File: src/design/wma_pkg.sv
package wma_pkg;

	// Sample and average width.
	localparam int SAMPLE_W = 16;

	// Number of samples in a full window.
	localparam int WINDOW = 100;

	// Fill counter width, wide enough to hold WINDOW itself.
	localparam int CNT_W = $clog2(WINDOW + 1);

	// Running sum width, wide enough to hold WINDOW full-scale samples.
	localparam int SUM_W = $clog2(WINDOW * ((1 << SAMPLE_W) - 1) + 1);

	// The mean never exceeds the largest sample, so the quotient has SAMPLE_W bits.
	localparam int DIV_STEPS = SAMPLE_W;
	localparam int STEP_W = $clog2(DIV_STEPS);

	// Divider status seen by the control logic.
	typedef struct packed {
		logic busy;
		logic done;
	} div_status_t;

endpackage

File: src/design/windowed_moving_average_core.sv
// Channel   Direction  Handshake                     Payload
// sample    in         sample_valid / sample_ready   sample[15:0]
// average   out        average_valid / average_ready average[15:0]
//
// The edge that accepts a beat updates the running sum and the cell chain and loads
// the divider. Sixteen restoring steps follow, and then the output register is loaded
// once it is free. The next sample is taken once the divider has handed off its
// quotient, so no new beat is accepted while the last one is still being averaged.
// Reset clears the fill count, the running sum and all handshake state.
// A stalled result holds the divider's quotient, and no sample is taken, until the
// output frees up.
module windowed_moving_average_core (
	input  logic                         clk,
	input  logic                         arst_n,
	input  logic [wma_pkg::SAMPLE_W-1:0] sample,
	input  logic                         sample_valid,
	output logic                         sample_ready,
	output logic [wma_pkg::SAMPLE_W-1:0] average,
	output logic                         average_valid,
	input  logic                         average_ready
);
	import wma_pkg::*;

	localparam logic [1:0] ST_IDLE = 2'd0;
	localparam logic [1:0] ST_DIV  = 2'd1;
	localparam logic [1:0] ST_WAIT = 2'd2;

	logic [1:0]          state_q;
	logic [CNT_W-1:0]    fill_q;
	logic [SUM_W-1:0]    sum_q;
	logic [SAMPLE_W-1:0] average_q;
	logic                average_valid_q;

	logic                accept;
	logic                full;
	logic [CNT_W-1:0]    fill_next;
	logic [SUM_W-1:0]    sum_next;
	logic [SAMPLE_W-1:0] oldest;
	logic                out_free;
	div_status_t         div_status;
	logic [SAMPLE_W-1:0] quotient;
	logic [SAMPLE_W-1:0] chain [WINDOW];

	assign accept   = sample_valid && sample_ready;
	assign out_free = !average_valid_q || average_ready;

	// Chain of history cells: the newest sample enters cell 0, the oldest sits last.
	for (genvar i = 0; i < WINDOW; i++) begin : g_cell
		if (i == 0) begin : g_head
			wma_cell u_cell (
				.clk   (clk),
				.shift (accept),
				.d     (sample),
				.q     (chain[i])
			);
		end else begin : g_body
			wma_cell u_cell (
				.clk   (clk),
				.shift (accept),
				.d     (chain[i-1]),
				.q     (chain[i])
			);
		end
	end

	assign oldest = chain[WINDOW-1];

	// Running sum and fill count after this beat; the oldest sample drops out once full.
	assign full      = (fill_q == CNT_W'(WINDOW));
	assign fill_next = full ? fill_q : fill_q + 1'b1;
	assign sum_next  = sum_q + SUM_W'(sample) - (full ? SUM_W'(oldest) : '0);

	always_ff @(posedge clk or negedge arst_n) begin
		if (!arst_n) begin
			fill_q <= '0;
			sum_q  <= '0;
		end else if (accept) begin
			fill_q <= fill_next;
			sum_q  <= sum_next;
		end
	end

	wma_divider u_div (
		.clk      (clk),
		.arst_n   (arst_n),
		.start    (accept),
		.dividend (sum_next),
		.divisor  (fill_next),
		.status   (div_status),
		.quotient (quotient)
	);

	// Sequencer: idle, dividing, or holding a quotient for a busy output.
	always_ff @(posedge clk or negedge arst_n) begin
		if (!arst_n) begin
			state_q <= ST_IDLE;
		end else begin
			case (state_q)
				ST_IDLE: begin
					if (accept) begin
						state_q <= ST_DIV;
					end
				end
				ST_DIV: begin
					if (div_status.done) begin
						state_q <= out_free ? ST_IDLE : ST_WAIT;
					end
				end
				ST_WAIT: begin
					if (out_free) begin
						state_q <= ST_IDLE;
					end
				end
				default: begin
					state_q <= ST_IDLE;
				end
			endcase
		end
	end

	logic load_out;
	assign load_out = out_free && ((state_q == ST_DIV && div_status.done) || state_q == ST_WAIT);

	// Output register.
	always_ff @(posedge clk or negedge arst_n) begin
		if (!arst_n) begin
			average_valid_q <= 1'b0;
		end else if (load_out) begin
			average_valid_q <= 1'b1;
		end else if (average_ready) begin
			average_valid_q <= 1'b0;
		end
	end

	always_ff @(posedge clk) begin
		if (load_out) begin
			average_q <= quotient;
		end
	end

	assign sample_ready  = (state_q == ST_IDLE) && !div_status.busy;
	assign average       = average_q;
	assign average_valid = average_valid_q;

endmodule

File: src/design/wma_cell.sv
module wma_cell (
	input  logic                          clk,
	input  logic                          shift,
	input  logic [wma_pkg::SAMPLE_W-1:0]  d,
	output logic [wma_pkg::SAMPLE_W-1:0]  q
);
	import wma_pkg::*;

	logic [SAMPLE_W-1:0] value_q;

	// One history slot: takes its left neighbor's sample on each accepted beat.
	always_ff @(posedge clk) begin
		if (shift) begin
			value_q <= d;
		end
	end

	assign q = value_q;

endmodule

File: src/design/wma_divider.sv
module wma_divider (
	input  logic                         clk,
	input  logic                         arst_n,
	input  logic                         start,
	input  logic [wma_pkg::SUM_W-1:0]    dividend,
	input  logic [wma_pkg::CNT_W-1:0]    divisor,
	output wma_pkg::div_status_t         status,
	output logic [wma_pkg::SAMPLE_W-1:0] quotient
);
	import wma_pkg::*;

	logic [CNT_W-1:0]    rem_q;
	logic [CNT_W-1:0]    div_q;
	logic [SAMPLE_W-1:0] quo_q;
	logic [STEP_W-1:0]   step_q;
	logic                busy_q;
	logic                done_q;
	logic [CNT_W:0]      trial;
	logic                fits;

	// One restoring step: shift in the next dividend bit and try to subtract.
	assign trial = {rem_q, quo_q[SAMPLE_W-1]} - {1'b0, div_q};
	assign fits  = ({rem_q, quo_q[SAMPLE_W-1]} >= {1'b0, div_q});

	// Datapath registers. The upper dividend bits are always below the divisor.
	always_ff @(posedge clk) begin
		if (start) begin
			rem_q <= CNT_W'(dividend >> SAMPLE_W);
			quo_q <= dividend[SAMPLE_W-1:0];
			div_q <= divisor;
		end else if (busy_q) begin
			rem_q <= fits ? trial[CNT_W-1:0] : {rem_q[CNT_W-2:0], quo_q[SAMPLE_W-1]};
			quo_q <= {quo_q[SAMPLE_W-2:0], fits};
		end
	end

	// Step counter and busy/done flags.
	always_ff @(posedge clk or negedge arst_n) begin
		if (!arst_n) begin
			step_q <= '0;
			busy_q <= 1'b0;
			done_q <= 1'b0;
		end else begin
			done_q <= 1'b0;
			if (start) begin
				step_q <= '0;
				busy_q <= 1'b1;
			end else if (busy_q) begin
				step_q <= step_q + 1'b1;
				if (step_q == STEP_W'(DIV_STEPS - 1)) begin
					busy_q <= 1'b0;
					done_q <= 1'b1;
				end
			end
		end
	end

	assign status.busy = busy_q;
	assign status.done = done_q;
	assign quotient    = quo_q;

endmodule

File: config.mk
export PLATFORM = sky130hd
export DESIGN_NAME = windowed_moving_average_core
export DESIGN_NICKNAME = d
export VERILOG_FILES = /design/src/design/wma_pkg.sv /design/src/design/windowed_moving_average_core.sv /design/src/design/wma_cell.sv /design/src/design/wma_divider.sv
export SDC_FILE = /design/constraint.sdc
export NUM_CORES = 1
export LEC_CHECK = 0
export ABC_AREA = 1
export BUFFER_PORTS_ARGS = -buffer_cell sky130_fd_sc_hd__buf_4
export CORE_MARGIN = 3
export CORE_UTILIZATION = 48
export CTS_BUF_LIST = sky130_fd_sc_hd__clkbuf_4
export DETAILED_ROUTE_END_ITERATION = 10
export PLACE_DENSITY = 0.67
export RECOVER_POWER = 100
export SYNTH_ARGS = -nofsm -noshare
export SYNTH_HDL_FRONTEND = slang
export SYNTH_SLANG_ARGS = --single-unit
File: constraint.sdc
create_clock -name clk -period 26 [get_ports clk]
set_clock_uncertainty 0.2 [all_clocks]
set_input_delay 7.8 -clock clk [delete_from_list [all_inputs] [get_ports clk]]
set_output_delay 7.8 -clock clk [all_outputs]
set_load 0.02 [all_outputs]
## Yosys cells after proc, flatten, opt, wreduce, memory -nomap -nowiden

Cells that the tools add are included.

| word-level totals | value |
|---|---|
| flip-flop bits (word level) | 1685 |
| input port bits | 20 |

| cells by class | value |
|---|---|
| add/subtract/negate cells | 5 |
| magnitude comparators | 1 |
| eq/ne operators | 7 |
| muxes and demuxes | 22 |
| reductions and logical operators | 12 |

Operator list:

| operator | count |
|---|---|
| $mux W16 | 3 |
| $mux W7 | 4 |
| $add A23 B16 Y23 | 1 |
| $sub A23 B16 Y23 | 1 |
| $ge A8 B7 Y1 | 1 |
| $mux W1 | 8 |
| $mux W2 | 4 |
| $mux W4 | 2 |
| $add A7 B1 Y7 const B | 1 |
| $eq A7 B7 Y1 const B | 1 |
| $sub A7 B7 Y7 | 1 |
| $pmux W2 S3 | 1 |
| $add A4 B1 Y4 const B | 1 |
| $eq A4 B4 Y1 const B | 1 |
| $logic_and A1 B1 Y1 | 4 |
| $ne A2 B2 Y1 const B | 2 |
| $reduce_bool A2 Y1 | 2 |
| $reduce_and A3 Y1 | 1 |
| $eq A2 B1 Y1 const B | 1 |
| $eq A2 B2 Y1 const B | 1 |
| $logic_not A1 Y1 | 2 |
| $logic_not A2 Y1 | 1 |
| $logic_or A1 B1 Y1 | 2 |
| $ne A2 B1 Y1 const B | 1 |

## Depth between registers and ports, before layout

| logic depth | value |
|---|---|
| word-level depth | 5 |
| mapped depth | 22 |
| depth with buffers taken out | 20 |

## Cells and area by module

Synthesis repeated with hierarchy kept, for this count alone.

| unflattened totals | value |
|---|---|
| cell total of the unflattened synthesis | 2429 |
| area, all modules | 54182.0 um2 |

Modules (own cells, without submodules):

| module | instances | cells each | area each (um2) |
|---|---|---|---|
| wma_cell | 100 | 16 | 480.5 |
| windowed_moving_average_core | 1 | 612 | 4201.5 |
| wma_divider | 1 | 217 | 1934.4 |

## Worst setup path after synthesis

No wires, ideal clock.

| timing path | value |
|---|---|
| path type | input to register |
| from | in sample_valid |
| to | reg fill_q[0] |
| library setup time | 0.933 ns |
| arrival | 26.725 ns |
| slack | -1.858 ns |
| stages | 4 |
| path buffers | 1 |
| cells stage by stage | nand2_4 > inv_8 > buf_2 > o21ai_0 |

| on the way | value |
|---|---|
| word-level cells in the longest chain between the ends | 1 |

Ends and longest elaborated chain:

| item | line | RTL |
|---|---|---|
| start, declared | windowed_moving_average_core.sv:16 | `input logic sample_valid,` |
| $logic_and A1 B1 Y1 | windowed_moving_average_core.sv:44 | `assign accept = sample_valid && sample_ready;` |
| named net accept | windowed_moving_average_core.sv:34 | `logic accept;` |
| end signal, assigned | windowed_moving_average_core.sv:78 | `fill_q <= fill_next;` |
| end, declared | windowed_moving_average_core.sv:29 | `logic [CNT_W-1:0] fill_q;` |

The timed path passes the listed nets, and every way through them passes these cells.
A chain may end at the register's enable or synchronous reset.

## Worst setup path in the final report

| timing path | value |
|---|---|
| from | in sample_valid |
| to | reg g_cell[40].g_body.u_cell.value_q[14] (enable) |

| on the way | value |
|---|---|
| word-level cells in the longest chain between the ends | 1 |

Ends and longest elaborated chain:

| item | line | RTL |
|---|---|---|
| $logic_and A1 B1 Y1 | windowed_moving_average_core.sv:44 |  |
| end signal, assigned | wma_cell.sv:14 | `value_q <= d;` |
| end, declared | wma_cell.sv:9 | `logic [SAMPLE_W-1:0] value_q;` |

No other way between the ends.

==> run metrics <==
met1 WL=between 30 and 40 mm; most frequent standard cell in the layout excluding fill and tap cells=edfxtp_1; mean routed wirelength per cell=15.5 microns; most used cells in the layout excluding fill and tap cells=edfxtp_1, clkbuf_4, nand2_1; worst max-slew margin expressed relative to the limit=-227%; CTS tree=done; Max IR drop VDD=between 0.06 and 0.07 mV; cell area after synthesis=0.0541 sq mm; class of the tightest hold or removal check=flip-flop to flip-flop; fraction of power consumed by the clock network=32.9%; H-Tree Depth=5; final max-slew violation count=approximately 590; first-pass GRT wire length=117 mm; post-synthesis net count=2,440; synthesized instance count=2,370; Remaining Overflow, GRT=0; WHS Path Cells=0; Avg Inst Size Synth=22.8 sq um; hold_sp=g_cell[98].g_body.u_cell.q[1]; total I/O pin count=38; logic gate share of total power=11.6%; required time of the critical path=around 26,000 ps; via count normalized by instance count=between 4 and 5; Worst setup EP type=flip-flop; CTS buffer count=407; growth of design area from synthesis to finish=12.8%; number of failing setup endpoints in the final timing report=0; Final period util=65.2%; number of inserted filler cells in the final layout=8,239; antenna violations before repair=3; starting density of the core=48.6%; sequential cell area=0.0504 sq mm; end of the worst hold path=g_cell[99].g_body.u_cell.q[1]; total instance count after detailed placement=3,895; final hold viol count=0; YS warnings=0; total clock sinks=between 1,500 and 2,000; leading post-synthesis cells by cell area=edfxtp_1, dfrtp_1, nand2_1; GR Util All Layers=12.6%; final routed DRC violation total=0; register-to-register setup slack=15,110 ps; Power per Cell Area=101 mW/mm^2; ratio of cells with drive above 1 in the final layout=21.3%; chip width=342 microns; crit path DAT=between 15,000 and 20,000 ps; Port Buffer Count=37; post-synth top area cell=edfxtp_1; net total in the final layout=a little under 3,000; Clk pin slew, worst setup/hold paths=70 ps; largest net degree at the start of global routing=375; RSZ-0062 raised after global routing=no; Switching Share=between 20% and 30%; source-to-sink clock delay at the later pin of the worst-skew pair=~1200 ps; Total Neg Setup Slack=0 ps; failing checks=max-capacitance violations, max-slew violations; cells resized by post-CTS repair=0; maximum net fanout on the critical path=374; post-synthesis sequential area ratio=93.2%; CTS hold repair buffers=0; fin cells=4,609; root cell of the clock tree=clkbuf_4; internal power=between 4 and 5 mW; count of routing violations after the opening detailed-route iteration=1,816; actual transition at the worst max-transition pin=slightly below 5000 ps; maximum clock path buffer count=4; die area=0.117 sq mm; WL met3=3.97 mm; vias after detailed routing=roughly 21,000; terminus of the critical flop-to-flop path=g_cell[40].g_body.u_cell.q[14]; # Max-Cap Violations=8; area of the core region=0.111 sq mm; net load switching power=roughly 1.6 mW; Leak Pwr=18.3 nW; Rows=approximately 120; count of state elements after synthesis=~1,700; share of total power in sequential cells=55.4%; First-pass DRT Iterations=5; Detailed Route WL=71.4 mm; final HPWL from detailed placement=~34 mm; weighted congestion at the end of routability-driven global placement=0.838; final standard cell utilization of the core=54.8%; fraction of synthesized cell area taken by the top area cell type=91.4%; kind of start point of the critical path=primary input; synth unique cells=39; met2 layer wire length in the routed design=29.8 mm; launch point of the worst reg-to-reg path=u_div.busy_q; Achievable Freq=0.0590 GHz; number of antenna-violating nets in the routed design=0; combined area of the multi-input logic cells=between 0.002 and 0.003 sq mm; R2R depth=5; Final min period=16,940 ps; Post CTS Setup Buffer Count=0; via count of the first global-routing pass=around 22,000; topmost layer with routed signal wires=met4; result of the run=finished, violations left; vertical die dimension=342 microns; Crit Path Category=primary input to flip-flop
==> registers in the layout (all words and copies together), names as in the netlist, 2 cells and up <==
signal	cells
g_cell.g_body.u_cell.q	1584
sum_q	23
average	16
g_cell.g_head.u_cell.q	16
u_div.quotient	16
fill_q	7
u_div.div_q	7
u_div.rem_q	7
u_div.step_q	4
state_q	2
==> worst max path at each step <==
stage / start / to / slack, ps / cells past startpoint
floorplan: sample_valid / fill_q[0] / 6540 / 4
global placement: sample_valid / g_cell[23].g_body.u_cell.q[6] / 13490 / 6
detailed placement: sample_valid / g_cell[28].g_body.u_cell.q[6] / 13270 / 6
CTS: sample_valid / g_cell[25].g_body.u_cell.q[6] / 14590 / 6
global route: sample_valid / g_cell[25].g_body.u_cell.q[5] / 8110 / 6
finish: sample_valid / g_cell[40].g_body.u_cell.q[14] / 9060 / 5
==> area by class of cell <==
type	instances	area share, %
flip-flops and latches	1685	82.6
clock buffers	578	7.11
multi-input cells	493	4.63
well taps	1488	3.05
inverters	181	1.16
clock inverters	133	0.952
repair buffers	48	0.443
diodes	3	0.0123
==> cells by family after synthesis <==
family	share of synthesized area, %
AND/OR/NAND/NOR	3.01
flip-flops	93.2
adder cells (fa/ha/maj)	1.39
XOR/XNOR	0.194
buffers and inverters	1.44
AO/OA/AOI/OAI	0.720
==> through the flow <==
step	hold WS (ps)	instance area, sq um	setup slack [ps]	total power [mW]
2_1_floorplan	200	54100	6540	4.13
4_1_cts	103	61200	14590	6.23
6_report	116	61000	9060	6.13
5_1_grt	114	61000	8110	6.49
3_3_place_gp	200	56200	13490	4.16
3_5_place_dp	205	56200	13270	4.18
==> power groups by stage <==
stage	Clock (mW)	Sequential (mW)	Combinational, mW
floorplan	0	3.59	0.539
global placement	0	3.44	0.720
detailed placement	0	3.44	0.736
CTS	2.11	3.39	0.736
global route	2.25	3.42	0.813
finish	2.02	3.40	0.712
==> cells in the mapped netlist, drive strengths merged <==
master / n
edfxtp: 1646
nand2: 249
inv: 180
nor2: 56
nand3: 41
dfrtp: 39
o21ai: 35
ha: 33
a21oi: 24
fa: 17
buf: 11
nand3b: 8
xor2: 7
nor3: 6
nand4: 5
xnor2: 5
o211ai: 3
or2: 3
a21o: 1
clkinv: 1
==> critical path, stage by stage <==
cell and delay (ps):
clkbuf_4 100, nand2_1 1170, clkinv_16 1300, clkbuf_1 3120, clkbuf_1 3610
==> layer usage <==
metal  track usage [%]  vias to the layer above
li1                  -                    10100
met1              20.1                    10700
met2              15.8                      509
met3              4.01                      132
met4              5.37                        0
met5                 0                        -
Note: power is estimated with default switching activity, not from simulation.
